[config.mk]
export PLATFORM = sky130hd
export DESIGN_NAME = adaptive_gain_pd_balance_controller_unit
export DESIGN_NICKNAME = d
export VERILOG_FILES = /design/src/agpd_pkg.sv /design/src/adaptive_gain_pd_balance_controller_unit.sv /design/src/agpd_ram.sv /design/src/agpd_div.sv /design/src/agpd_datapath.sv /design/src/agpd_ctrl.sv
export SDC_FILE = /design/constraint.sdc
export NUM_CORES = 2
export LEC_CHECK = 0
export BUFFER_PORTS_ARGS = -buffer_cell sky130_fd_sc_hd__buf_2
export CELL_PAD_IN_SITES_DETAIL_PLACEMENT = 1
export CELL_PAD_IN_SITES_GLOBAL_PLACEMENT = 1
export CORE_ASPECT_RATIO = 1.25
export CORE_MARGIN = 2
export CORE_UTILIZATION = 55
export DETAILED_ROUTE_END_ITERATION = 16
export HOLD_SLACK_MARGIN = 0.12
export PLACE_DENSITY_LB_ADDON = 0.1
export REMOVE_ABC_BUFFERS = 1
export SYNTH_ARGS = -nofsm -noshare
export SYNTH_HDL_FRONTEND = slang
export SYNTH_SLANG_ARGS = --single-unit
export TNS_END_PERCENT = 50
[constraint.sdc]
create_clock -name clk -period 16.85 [get_ports clk]
set_input_delay 1.685 -clock clk [delete_from_list [all_inputs] [get_ports clk]]
set_output_delay 1.685 -clock clk [all_outputs]
set_load 0.005 [all_outputs]
[src/agpd_pkg.sv]
// ----------------------------------------------------------------------------
// agpd_pkg
// Shared types, constants and a helper function for the adaptive-gain PD
// balance controller.
// ----------------------------------------------------------------------------
`default_nettype none
package agpd_pkg;

  localparam int GAIN_WIDTH_DEF  = 12;
  localparam int COUNT_WIDTH_DEF = 16;

  localparam int TBL_DEPTH   = 45;
  localparam int TBL_AW      = 6;
  localparam int NUM_OPS     = 5;
  localparam int NUM_STATES  = 3;

  localparam logic [16:0] F_HALF    = 17'd32768;
  localparam logic [16:0] C_INIT    = 17'd655;
  localparam logic [15:0] C_DECAY   = 16'd64880;
  localparam logic [16:0] EXP_FLOOR = 17'd36044;

  localparam logic [1:0] CFG_PERIOD   = 2'd0;
  localparam logic [1:0] CFG_STABLE   = 2'd1;
  localparam logic [1:0] CFG_CRITICAL = 2'd2;
  localparam logic [1:0] CFG_EXPLORE  = 2'd3;

  localparam logic [2:0] OP_WAIT      = 3'd0;
  localparam logic [2:0] OP_ANGLE_UP  = 3'd1;
  localparam logic [2:0] OP_ANGLE_DN  = 3'd2;
  localparam logic [2:0] OP_RATE_UP   = 3'd3;
  localparam logic [2:0] OP_RATE_DN   = 3'd4;

  localparam logic [1:0] ST_STABLE   = 2'd0;
  localparam logic [1:0] ST_WARNING  = 2'd1;
  localparam logic [1:0] ST_CRITICAL = 2'd2;

  typedef struct packed {
    logic signed [15:0] cart_position;
    logic signed [15:0] cart_velocity;
    logic signed [15:0] pole_angle;
    logic signed [15:0] pole_rate;
    logic [15:0]        gate_draw;
    logic [15:0]        pick_draw;
  } in_item_t;

  typedef struct packed {
    logic        push_action;
    logic [15:0] gain_changes;
  } out_item_t;

  // Controller to datapath commands.
  typedef struct packed {
    logic       load_item;
    logic       classify;
    logic       rev_start;
    logic [1:0] rev_post;
    logic       rev_read;
    logic       rev_write;
    logic       scan_read;
    logic [2:0] scan_op;
    logic       scan_eval;
    logic       apply;
    logic       hist_write;
    logic       force_mul;
    logic       force_sum;
    logic       out_load;
  } agpd_cmd_t;

  // Datapath to controller status.
  typedef struct packed {
    logic       tick;
    logic       not_stable;
    logic       history_valid;
    logic       div_done;
  } agpd_sts_t;

  function automatic logic [TBL_AW-1:0] tbl_index(input logic [1:0] pre,
                                                  input logic [2:0] op,
                                                  input logic [1:0] post);
    logic [7:0] i;
    i = ({6'd0, pre} * 8'd5 + {5'd0, op}) * 8'd3 + {6'd0, post};
    tbl_index = (i < 8'(TBL_DEPTH)) ? i[TBL_AW-1:0] : '0;
  endfunction

endpackage
`default_nettype wire

[src/adaptive_gain_pd_balance_controller_unit.sv]
// ----------------------------------------------------------------------------
// adaptive_gain_pd_balance_controller_unit
// Bang-bang PD balance controller with periodic state classification,
// truth-value learning and gain adjustment.
//
// Channel   Direction  Handshake           Payload
// in        input      in_valid/in_stall   in_item_t
// out       output     out_valid/out_stall out_item_t
// cfg       input      cfg_valid/cfg_ready cfg_index, cfg_data
//
// A plain tick runs only force multiply, force sum and output load. A classifying
// decision tick with history adds three table revisions (read, load, wait on
// the divider, write) and a read-and-evaluate scan of the five operations;
// without history it skips the revisions. Both then apply before the force steps.
// One observation is in flight at a time; a new one is taken once the
// previous result has left the output register. Reset is synchronous.
// ----------------------------------------------------------------------------
`default_nettype none
module adaptive_gain_pd_balance_controller_unit
  import agpd_pkg::*;
#(
  parameter int GAIN_WIDTH  = GAIN_WIDTH_DEF,
  parameter int COUNT_WIDTH = COUNT_WIDTH_DEF
) (
  input  wire logic        clk,
  input  wire logic        rst,
  input  wire logic        in_valid,
  output logic             in_stall,
  input  wire in_item_t    in_data,
  output logic             out_valid,
  input  wire logic        out_stall,
  output out_item_t        out_data,
  input  wire logic        cfg_valid,
  output logic             cfg_ready,
  input  wire logic [1:0]  cfg_index,
  input  wire logic [15:0] cfg_data
);

  agpd_cmd_t cmd;
  agpd_sts_t sts;

  assign cfg_ready = 1'b1;

  agpd_ctrl u_ctrl (
    .clk       (clk),
    .rst       (rst),
    .in_valid  (in_valid),
    .in_stall  (in_stall),
    .out_valid (out_valid),
    .out_stall (out_stall),
    .sts       (sts),
    .cmd       (cmd)
  );

  agpd_datapath #(
    .GAIN_WIDTH  (GAIN_WIDTH),
    .COUNT_WIDTH (COUNT_WIDTH)
  ) u_dp (
    .clk       (clk),
    .rst       (rst),
    .in_item   (in_data),
    .cfg_we    (cfg_valid && cfg_ready),
    .cfg_index (cfg_index),
    .cfg_data  (cfg_data),
    .cmd       (cmd),
    .sts       (sts),
    .out_item  (out_data)
  );

endmodule
`default_nettype wire

[src/agpd_ram.sv]
// ----------------------------------------------------------------------------
// agpd_ram
// Generic single-port RAM with registered read data.
// ----------------------------------------------------------------------------
`default_nettype none
module agpd_ram #(
  parameter int WIDTH = 33,
  parameter int DEPTH = 45
) (
  input  wire logic                     clk,
  input  wire logic                     we,
  input  wire logic [$clog2(DEPTH)-1:0] addr,
  input  wire logic [WIDTH-1:0]         wdata,
  output logic [WIDTH-1:0]              rdata
);

  logic [WIDTH-1:0] mem [DEPTH];

  always_ff @(posedge clk) begin
    if (we) begin
      mem[addr] <= wdata;
    end
    rdata <= mem[addr];
  end

endmodule
`default_nettype wire

[src/agpd_div.sv]
// ----------------------------------------------------------------------------
// agpd_div
// Restoring divider for the confidence update: 64880*65536 / (131072 - c),
// one quotient bit per cycle.
// ----------------------------------------------------------------------------
`default_nettype none
module agpd_div
  import agpd_pkg::*;
(
  input  wire logic        clk,
  input  wire logic        rst,
  input  wire logic        start,
  input  wire logic [15:0] conf,
  output logic             done,
  output logic [15:0]      quot
);

  localparam int QB = 17;

  logic [17:0] divisor;
  logic [17:0] rem;
  logic [32:0] dividend;
  logic [QB-1:0] q;
  logic [5:0] count;
  logic busy;
  logic [18:0] trial;

  assign trial = {rem, dividend[32]} - {1'b0, divisor};

  always_ff @(posedge clk) begin
    if (rst) begin
      busy  <= 1'b0;
      done  <= 1'b0;
      count <= '0;
    end else begin
      done <= 1'b0;
      if (start) begin
        busy     <= 1'b1;
        count    <= 6'd33;
        divisor  <= 18'd131072 - {2'b00, conf};
        rem      <= '0;
        dividend <= {1'b0, C_DECAY, 16'd0};
        q        <= '0;
      end else if (busy) begin
        if (!trial[18]) begin
          rem <= trial[17:0];
          q   <= {q[QB-2:0], 1'b1};
        end else begin
          rem <= {rem[16:0], dividend[32]};
          q   <= {q[QB-2:0], 1'b0};
        end
        dividend <= {dividend[31:0], 1'b0};
        count    <= count - 6'd1;
        if (count == 6'd1) begin
          busy <= 1'b0;
          done <= 1'b1;
        end
      end
    end
  end

  assign quot = q[15:0];

endmodule
`default_nettype wire

[src/agpd_datapath.sv]
// ----------------------------------------------------------------------------
// agpd_datapath
// Registers, truth table, arithmetic and gain state of the controller.
// ----------------------------------------------------------------------------
`default_nettype none
module agpd_datapath
  import agpd_pkg::*;
#(
  parameter int GAIN_WIDTH  = GAIN_WIDTH_DEF,
  parameter int COUNT_WIDTH = COUNT_WIDTH_DEF
) (
  input  wire logic       clk,
  input  wire logic       rst,
  input  wire in_item_t   in_item,
  input  wire logic       cfg_we,
  input  wire logic [1:0] cfg_index,
  input  wire logic [15:0] cfg_data,
  input  wire agpd_cmd_t  cmd,
  output agpd_sts_t       sts,
  output out_item_t       out_item
);

  localparam logic [GAIN_WIDTH-1:0]  GMAX = '1;
  localparam logic [COUNT_WIDTH-1:0] CMAX = '1;

  logic [7:0]  cortex_period;
  logic [14:0] stable_limit;
  logic [14:0] critical_limit;
  logic [15:0] explore_rate;

  in_item_t item;
  logic [7:0] tick_phase;
  logic [1:0] prior_state;
  logic [2:0] prior_operation;
  logic       history_valid;
  logic [GAIN_WIDTH-1:0]  angle_gain;
  logic [GAIN_WIDTH-1:0]  rate_gain;
  logic [COUNT_WIDTH-1:0] change_count;
  logic [TBL_DEPTH-1:0]   tv_valid;

  logic       tick;
  logic [1:0] cur_state;
  logic [16:0] best;
  logic [2:0]  best_op;
  logic [2:0]  chosen_op;
  logic [2:0]  pick_op;

  logic [TBL_AW-1:0] ram_addr;
  logic              ram_we;
  logic [31:0]       ram_wdata;
  logic [31:0]       ram_rdata;
  logic              div_start;
  logic              div_done;
  logic [15:0]       div_quot;
  logic [15:0]       rev_f;
  logic [15:0]       rev_c;
  logic [15:0]       load_f;
  logic [15:0]       load_c;
  logic [15:0]       new_f;
  logic [16:0]       exp_val;

  logic signed [20:0] lin_term;
  logic signed [20:0] rate_x20;
  logic signed [GAIN_WIDTH+21:0] prod_a;
  logic signed [GAIN_WIDTH+21:0] prod_r;
  logic signed [GAIN_WIDTH+22:0] force_sum;

  // Magnitude of the angle, with the most negative code giving 32768.
  logic [15:0] mag;
  assign mag = item.pole_angle[15] ? 16'(-item.pole_angle) : item.pole_angle;

  always_ff @(posedge clk) begin
    if (rst) begin
      cortex_period  <= 8'd5;
      stable_limit   <= 15'd82;
      critical_limit <= 15'd328;
      explore_rate   <= 16'd6554;
    end else if (cfg_we) begin
      case (cfg_index)
        CFG_PERIOD:   cortex_period  <= cfg_data[7:0];
        CFG_STABLE:   stable_limit   <= cfg_data[14:0];
        CFG_CRITICAL: critical_limit <= cfg_data[14:0];
        CFG_EXPLORE:  explore_rate   <= cfg_data;
        default:      ;
      endcase
    end
  end

  // Revision arithmetic, done in a single stage after the entry is read.
  logic [31:0] fc_prod;
  logic [32:0] ev_term;
  logic [33:0] f_acc;
  logic        ev;
  assign ev      = (cmd.rev_post == cur_state);
  assign fc_prod = {16'd0, rev_f} * {16'd0, rev_c};
  assign ev_term = ev ? {17'd65536 - {1'b0, rev_c}, 16'd0} : 33'd0;
  assign f_acc   = {2'b00, fc_prod} + {1'b0, ev_term};
  assign new_f   = (f_acc[33:16] > 18'd65535) ? 16'hFFFF : f_acc[31:16];

  logic [31:0] ce_prod;
  logic [32:0] cf_prod;
  assign ce_prod = {16'd0, ram_rdata[15:0]} * {16'd0, ram_rdata[31:16]};
  assign cf_prod = ({16'd0, 17'd65536 - {1'b0, ram_rdata[15:0]}}) << 15;
  assign exp_val = 17'(({1'b0, ce_prod} + cf_prod) >> 16);

  always_comb begin
    ram_we    = cmd.rev_write;
    ram_wdata = {new_f, div_quot};
    if (cmd.rev_read || cmd.rev_start || cmd.rev_write) begin
      ram_addr = tbl_index(prior_state, prior_operation, cmd.rev_post);
    end else begin
      ram_addr = tbl_index(cur_state, cmd.scan_op, 2'd0);
    end
  end

  assign load_f = tv_valid[ram_addr] ? ram_rdata[31:16] : F_HALF[15:0];
  assign load_c = tv_valid[ram_addr] ? ram_rdata[15:0] : C_INIT[15:0];

  agpd_ram #(.WIDTH(32), .DEPTH(TBL_DEPTH)) u_ram (
    .clk   (clk),
    .we    (ram_we),
    .addr  (ram_addr),
    .wdata (ram_wdata),
    .rdata (ram_rdata)
  );

  assign div_start = cmd.rev_start;

  agpd_div u_div (
    .clk   (clk),
    .rst   (rst),
    .start (div_start),
    .conf  (load_c),
    .done  (div_done),
    .quot  (div_quot)
  );

  assign pick_op  = 3'(({16'd0, item.pick_draw} * 32'd5) >> 16);
  assign chosen_op = ((best <= EXP_FLOOR) || (item.gate_draw < explore_rate)) ? pick_op : best_op;

  assign lin_term = 21'(item.cart_position) + 21'(item.cart_velocity)
                    - 21'(item.pole_angle) * 21'sd20;
  assign rate_x20 = 21'(item.pole_rate) * 21'sd20;

  always_ff @(posedge clk) begin
    if (rst) begin
      tick_phase      <= '0;
      prior_state     <= ST_STABLE;
      prior_operation <= OP_WAIT;
      history_valid   <= 1'b0;
      angle_gain      <= GAIN_WIDTH'(1);
      rate_gain       <= '0;
      change_count    <= '0;
      tv_valid        <= '0;
      tick            <= 1'b0;
      cur_state       <= ST_STABLE;
    end else begin
      if (cmd.load_item) begin
        item <= in_item;
        if ({1'b0, tick_phase} + 9'd1 >= {1'b0, cortex_period}) begin
          tick       <= 1'b1;
          tick_phase <= '0;
        end else begin
          tick       <= 1'b0;
          tick_phase <= tick_phase + 8'd1;
        end
      end
      if (cmd.classify) begin
        cur_state <= (mag < {1'b0, stable_limit}) ? ST_STABLE :
                     (mag < {1'b0, critical_limit}) ? ST_WARNING : ST_CRITICAL;
        best      <= F_HALF;
        best_op   <= OP_WAIT;
      end
      if (cmd.rev_start) begin
        rev_f <= load_f;
        rev_c <= load_c;
      end
      if (cmd.rev_write) begin
        tv_valid[ram_addr] <= 1'b1;
      end
      if (cmd.scan_eval) begin
        if (tv_valid[ram_addr] && exp_val > best) begin
          best    <= exp_val;
          best_op <= cmd.scan_op;
        end
      end
      if (cmd.apply) begin
        case (chosen_op)
          OP_ANGLE_UP: angle_gain <= (angle_gain > GMAX - GAIN_WIDTH'(5)) ? GMAX
                                     : angle_gain + GAIN_WIDTH'(5);
          OP_ANGLE_DN: angle_gain <= (angle_gain < GAIN_WIDTH'(5)) ? '0
                                     : angle_gain - GAIN_WIDTH'(5);
          OP_RATE_UP:  rate_gain  <= (rate_gain == GMAX) ? GMAX : rate_gain + GAIN_WIDTH'(1);
          OP_RATE_DN:  rate_gain  <= (rate_gain == '0) ? '0 : rate_gain - GAIN_WIDTH'(1);
          default:     ;
        endcase
        if (chosen_op != OP_WAIT && change_count != CMAX) begin
          change_count <= change_count + COUNT_WIDTH'(1);
        end
        prior_state     <= cur_state;
        prior_operation <= chosen_op;
      end
      if (cmd.hist_write) begin
        if (cur_state == ST_STABLE) begin
          prior_state     <= ST_STABLE;
          prior_operation <= OP_WAIT;
        end
        history_valid <= 1'b1;
      end
      if (cmd.force_mul) begin
        prod_a <= $signed({1'b0, angle_gain}) * lin_term;
        prod_r <= $signed({1'b0, rate_gain}) * rate_x20;
      end
      if (cmd.force_sum) begin
        force_sum <= (GAIN_WIDTH+23)'(prod_a) - (GAIN_WIDTH+23)'(prod_r);
      end
      if (cmd.out_load) begin
        out_item.push_action  <= force_sum[GAIN_WIDTH+22];
        out_item.gain_changes <= (change_count > COUNT_WIDTH'(16'hFFFF)) ? 16'hFFFF
                                 : 16'(change_count);
      end
    end
  end

  assign sts.tick          = tick;
  assign sts.not_stable    = (cur_state != ST_STABLE);
  assign sts.history_valid = history_valid;
  assign sts.div_done      = div_done;

endmodule
`default_nettype wire

[src/agpd_ctrl.sv]
// ----------------------------------------------------------------------------
// agpd_ctrl
// Per-observation sequencer: load, classify, revise, scan, apply, force, out.
// ----------------------------------------------------------------------------
`default_nettype none
module agpd_ctrl
  import agpd_pkg::*;
(
  input  wire logic      clk,
  input  wire logic      rst,
  input  wire logic      in_valid,
  output logic           in_stall,
  output logic           out_valid,
  input  wire logic      out_stall,
  input  wire agpd_sts_t sts,
  output agpd_cmd_t      cmd
);

  typedef enum logic [3:0] {
    S_IDLE, S_CLASSIFY, S_REV_READ, S_REV_LOAD, S_REV_DIV, S_REV_WRITE,
    S_SCAN_READ, S_SCAN_EVAL, S_APPLY, S_FORCE_MUL, S_FORCE_SUM, S_OUT
  } state_t;

  state_t     state;
  logic [1:0] post;
  logic [2:0] op;
  logic       out_full;

  assign in_stall  = (state != S_IDLE) || out_full;
  assign out_valid = out_full;

  always_comb begin
    cmd           = '0;
    cmd.rev_post  = post;
    cmd.scan_op   = op;
    case (state)
      S_IDLE:      cmd.load_item = in_valid && !out_full;
      S_CLASSIFY:  cmd.classify  = sts.tick;
      S_REV_READ:  cmd.rev_read  = 1'b1;
      S_REV_LOAD:  cmd.rev_start = 1'b1;
      S_REV_DIV:   cmd.rev_read  = 1'b1;
      S_REV_WRITE: cmd.rev_write = 1'b1;
      S_SCAN_READ: cmd.scan_read = 1'b1;
      S_SCAN_EVAL: cmd.scan_eval = 1'b1;
      S_APPLY: begin
        cmd.apply      = sts.not_stable;
        cmd.hist_write = 1'b1;
      end
      S_FORCE_MUL: cmd.force_mul = 1'b1;
      S_FORCE_SUM: cmd.force_sum = 1'b1;
      S_OUT:       cmd.out_load  = 1'b1;
      default:     ;
    endcase
  end

  always_ff @(posedge clk) begin
    if (rst) begin
      state    <= S_IDLE;
      post     <= '0;
      op       <= '0;
      out_full <= 1'b0;
    end else begin
      if (out_full && !out_stall) begin
        out_full <= 1'b0;
      end
      case (state)
        S_IDLE: begin
          if (in_valid && !out_full) begin
            state <= S_CLASSIFY;
          end
        end
        S_CLASSIFY: begin
          post <= '0;
          op   <= '0;
          if (!sts.tick) begin
            state <= S_FORCE_MUL;
          end else if (sts.history_valid) begin
            state <= S_REV_READ;
          end else begin
            state <= S_SCAN_READ;
          end
        end
        S_REV_READ:  state <= S_REV_LOAD;
        S_REV_LOAD:  state <= S_REV_DIV;
        S_REV_DIV: begin
          if (sts.div_done) begin
            state <= S_REV_WRITE;
          end
        end
        S_REV_WRITE: begin
          if (post == 2'd2) begin
            post  <= '0;
            state <= S_SCAN_READ;
          end else begin
            post  <= post + 2'd1;
            state <= S_REV_READ;
          end
        end
        S_SCAN_READ: state <= S_SCAN_EVAL;
        S_SCAN_EVAL: begin
          if (op == 3'(NUM_OPS - 1)) begin
            state <= S_APPLY;
          end else begin
            op    <= op + 3'd1;
            state <= S_SCAN_READ;
          end
        end
        S_APPLY:     state <= S_FORCE_MUL;
        S_FORCE_MUL: state <= S_FORCE_SUM;
        S_FORCE_SUM: state <= S_OUT;
        S_OUT: begin
          out_full <= 1'b1;
          state    <= S_IDLE;
        end
        default:     state <= S_IDLE;
      endcase
    end
  end

endmodule
`default_nettype wire

Word-level counts from Yosys, hierarchy flattened

Memory sizes are Yosys's and may differ from the RTL's. A register that Yosys moved wholly into a read port is not among the register bits.
Index checks and enable logic that the tools add are counted.

Output and inout port bits: 20
RAM bits: 1440
Bits of input ports: 119
Bits in latches: 0
Bits in read-only memories: 0
Memories: 1
Bits in registers: 505
Logic and storage cells: 232

Memory list:

| memory         | depth | width | rd ports | clocked after memory_dff | write ports | line           | source |
|---|---|---|---|---|---|---|---|
| u_dp.u_ram.mem | 45    | 32    | 1        | 1                        | 1           | agpd_ram.sv:17 | `logic [WIDTH-1:0] mem [DEPTH];` |

Add/sub/neg operators: 23
Order comparisons: 14
Equal/unequal tests: 27
$mul: 11
Shift-type cells: 0
Divide/modulo/power cells: 0
Muxes and demuxes: 70
Bitwise logic cells: 3
Reduce and logical (&&, ||, !) cells: 42

Operator list:

| kind                     | number |
|---|---|
| $mux W33                 | 2 |
| $mul A16 B16 Y32         | 2 |
| $mux W16                 | 4 |
| $mux W17                 | 3 |
| $mux W12                 | 4 |
| $pmux W12 S2             | 2 |
| $or A45 B45 Y45          | 1 |
| $pmux W4 S11             | 1 |
| $mul A16 B4 Y19 const B  | 2 |
| $mux W18                 | 2 |
| $sub A34 B34 Y35         | 1 |
| $add A32 B33 Y34         | 1 |
| $mul A13 B21 Y34         | 1 |
| $sub A17 B16 Y17 const A | 2 |
| $add A32 B32 Y33         | 1 |
| $lt A16 B15 Y1           | 2 |
| $mul A13 B19 Y32         | 1 |
| $mux W3                  | 10 |
| $mux W6                  | 5 |
| $reduce_and A2 Y1        | 15 |
| $mux W1                  | 21 |
| $sub A17 B21 Y21         | 1 |
| $mul A16 B3 Y19 const B  | 1 |
| $sub A19 B18 Y19         | 1 |
| 62 further kinds         | 104 |

Logic depth before layout (Yosys ltp)

Word-level depth: 12
Depth in mapped cells: 43
Gate-level depth less buffers: 41

Cells and area by module

From an unflattened synthesis, not the netlist that was laid out.

Cells, all modules: 9629
Area, all modules: 116490.5 µm²

Modules (own cells, without submodules):

| module                                   | area each (µm²) | cells an instance | instances | seq. area each (µm²) |
|---|---|---|---|---|
| agpd_datapath                            | 57079.7         | 6182              | 1         | 10029.6 |
| agpd_ram                                 | 54686.2         | 2993              | 1         | 43882.1 |
| agpd_div                                 | 3993.8          | 361               | 1         | 2112.0 |
| agpd_ctrl                                | 719.4           | 91                | 1         | 200.2 |
| adaptive_gain_pd_balance_controller_unit | 11.3            | 2                 | 1         | 0.0 |

Worst setup path after synthesis

Ideal clock, no wire load.

Path type: reg2reg
Start: reg u_dp.item[49] (netlist bit)
End: reg u_dp.prod_a[32], data pin
Period minus slack after synthesis: 9.738 ns
Path slack: 7.112 ns
Data arrival time: 9.476 ns
Buffers on the path: 1
Required time: 16.588 ns
Library setup time: 0.262 ns
Cell stages (with the launch flop): 43
Path through: edfxtp_1 -> ha_1 -> ha_1 -> fa_1 -> a21o_1 -> a21oi_1 -> o21bai_1 -> a21oi_1 -> o21bai_1 -> a21oi_1 -> o21bai_1 -> a21oi_1 -> xnor2_1 -> fa_1 -> ha_1 -> clkbuf_1 -> a21oi_1 -> o21bai_1 -> (+7 left out) -> fa_1 -> inv_1 -> fa_1 -> fa_1 -> inv_1 -> fa_1 -> inv_1 -> ha_1 -> a21oi_1 -> nor2b_1 -> o21ai_0 -> nand2b_1 -> a21oi_1 -> a21boi_0 -> o21a_1 -> o41a_1 -> a211oi_1 -> xnor2_1

Longest elaborated chain between the ends: 3

Ends and longest elaborated chain:

| what                     | line                 | source |
|---|---|---|
| start: declaration       | agpd_datapath.sv:31  | `in_item_t item;` |
| start signal: assignment | agpd_datapath.sv:159 | `item <= in_item;` |
| $mul A16 B4 Y19          | agpd_datapath.sv:142 | `- 21'(item.pole_angle) * 21'sd20;` |
| $sub A17 B21 Y21         | agpd_datapath.sv:142 |  |
| $mul A13 B21 Y34         | agpd_datapath.sv:211 | `prod_a <= $signed({1'b0, angle_gain}) * lin_term;` |
| end signal: assignment   | agpd_datapath.sv:211 |  |
| end: declaration         | agpd_datapath.sv:64  | `logic signed [GAIN_WIDTH+21:0] prod_a;` |

No other way between the ends.
A chain may end at the register's enable or synchronous reset.

Final worst setup path

Start: reg u_dp.item[50] (netlist bit)
End: reg u_dp.prod_a[30], data pin

Same word-level chain as after synthesis.

==> run metrics <==
num rows=188; post-layout min period=12,030 ps; Die Y=a little over 500 um; DIE WIDTH=between 400 and 500 um; Mean Syn Cell Area=between 10 and 15 sq um; initial core utilization=0.554; Synth Register Bits=1,940; # IOs=around 140; post-CTS resize count=0; Critical Path End Type=register; ys flop type=edfxtp_1; Reg power frac=0.356; total power=~19 mW; Slowest cell on crit path=a2111oi_0; Leakage=~50 nW; peak supply drop=~0.00032 V; Comb pwr share=0.412; Worst-path clk slew=around 60 ps; startpoint types=register; CTS Buffer Depth=3; worst-skew pair later-pin latency=roughly 870 ps; Post-CTS Setup Bufs=0; Internal Power=roughly 12 mW; fmax=83.1 MHz; Routed wire per std cell=28.8 um; skew final=65.0 ps; Post-Route Setup TNS=0 ps; RSZ-0062 raised after global routing=no; status=finished clean; DRC=0; P_sw=just over 7 mW; top cells by count, synth=edfxtp_1 (1,734), nand2_1 (1,454), inv_1 (1,230); count leader, synth=edfxtp_1; Crit path required time=17,420 ps; number of synthesized flops with an enable pin=approximately 1,700; initial DRC count=between 7,000 and 8,000; Synth cell types=a little under 100; root buf cell=clkbuf_16; Overflow after GRT=0; ranking of synthesized cells by area=edfxtp_1 (45%), fa_1 (15%), ha_1 (6.9%); DR pass1 iterations=8; Via-to-Cell Ratio=~6.3; vias in the first global route=slightly above 90,000; fin worst setup slack=slightly below 5000 ps; first-pass GRT wire length=568,000 um; Post-Route WL=379,000 um; Hold WS=between 400 and 500 ps; Num CTS Buffers=188; Post-synth ARST share=0; Die Footprint=roughly 220,000 sq um; critical path arrival=approximately 13,000 ps; cell taking the most area after synthesis=edfxtp_1; maxcap violations=0; clk sink count=slightly below 2,000; CTS Hold Bufs=0; CP max FO=25; slowest cell delay on critical path=between 800 and 900 ps; Synthesis Warnings=0; final setup vio count=0; H-Tree Depth=4; IO buf count=137; Syn Std Cell Area=116,000 sq um; switching portion of total power=0.382; initial antenna violation count=25; Core Region=between 200,000 and 250,000 sq um; register area share after synthesis=0.483; Layout Utilization=0.605; area grow syn2layout=9.34%; Final Hold Viols=0; critical path type=register to register; Pins Over Slew Limit=0; clock share of power=0.232; pwr/cell area=approximately 150 nW/um^2; Max-Slew Margin vs Limit=0.0660; Total GRT Usage=0.353; Hold WC Path Type=register to register; layout cells sized above 1=0.0774; Post-DRT Antenna Nets=0; dpl hpwl=about 250,000 um; clock tree from TritonCTS=done; dpl ws=slightly below 5000 ps; synthesized instance count=~10,000; share of the synthesized area in the top cell type=0.448; DR vias=about 83,000; RD Place Congestion=0.889; fin crit share=0.714; pin count of the biggest net entering global routing=approximately 110; worst-margin pin slew=1390 ps; nets=between 10,000 and 15,000; most frequent CP cell=fa_1
path summary, 6_finish.rpt:
path | endpoint | slack [ps] | depth (start not counted) | start
worst max-delay path | u_dp.prod_a[30] | 4820 | 37 | u_dp.item[50]
worst min-delay path | u_dp.critical_limit[4] | 460 | 2 | u_dp.critical_limit[4]
worst max register to register | u_dp.prod_a[30] | 4820 | 37 | u_dp.item[50]
worst min register to register | u_dp.critical_limit[4] | 460 | 2 | u_dp.critical_limit[4]
logic make-up (layout without fill, tap and decap cells):
group           count (synthesis)  after routing  share of synthesized area
flops                        1940           1940                      0.483
simple gates                 2743           2743                      0.108
xor+xnor                      236            236                     0.0179
buf+inv                      1753           1957                     0.0578
mux                            87             87                    0.00789
fa+ha+maj                    1517           1517                      0.220
compound gates               1913           1913                      0.105
other cells                     1             17                  0.0000323
power groups by stage:
stage | clock network (mW) | logic (mW) | registers, mW
2_1_floorplan | 0 | 4.88 | 6.81
3_3_place_gp | 0 | 7.25 | 6.75
3_5_place_dp | 0 | 7.66 | 6.75
4_1_cts | 4.34 | 7.70 | 6.65
5_1_grt | 4.50 | 8.54 | 6.65
6_report | 4.32 | 7.69 | 6.65
per-stage QoR:
stage | std cells | instance area [sq um]
CTS | 13100 | 127000
floorplan | 9668 | 114000
global placement | 12800 | 121000
finish | 13200 | 127000
global route | 13200 | 127000
detailed placement | 12800 | 121000
metal layers:
metal	wire [um]	global-route usage
met1	132000	0.399
met2	193000	0.622
met3	24400	0.0466
met4	29600	0.240
met5	63	0
sequential cells by signal (all words and copies together) (netlist names), 17 cells and up:
register and flops:
u_dp.prod_a 32, u_dp.u_div.rem 18, u_dp.out_item 17, u_dp.prod_r 32
u_dp.tv_valid 45, u_dp.best 17, u_dp.u_ram.rdata 32, u_dp.item 96
u_dp.u_div.divisor 18, u_dp.u_ram.mem 1440
layout by cell type (no fill, tap or decap), drive strengths merged, types with 84 or more instances in the layout:
master / n
inv: 1239
dfxtp: 206
buf: 375
xnor2: 156
a22oi: 139
nor2: 282
nor3: 98
o21a: 86
clkinv: 84
nand2: 1455
o21ai: 251
and2: 423
a21oi: 756
nand3: 167
edfxtp: 1734
clkbuf: 240
fa: 879
a31oi: 108
ha: 638
a21o: 84
area by class of cell:
cell class / count / area [sq um]
flip-flops and latches: 1940 / 56200
repair buffers: 375 / 2560
diodes: 16 / 40.0
clock inverters: 111 / 1170
multi-input cells: 6497 / 54000
inverters: 1231 / 4620
clock buffers: 240 / 5060
fillers: 21400 / 82900
well taps: 2755 / 3450
critical path: cells and delay by family, from the launching register on:
kind | cells | cell delay (ps)
flops | 1 | 470
fa+ha+maj | 10 | 4420
buf+inv | 5 | 950
compound gates | 15 | 4440
simple gates | 5 | 1150
xor+xnor | 2 | 340
Power figures use the tool's default switching activity.
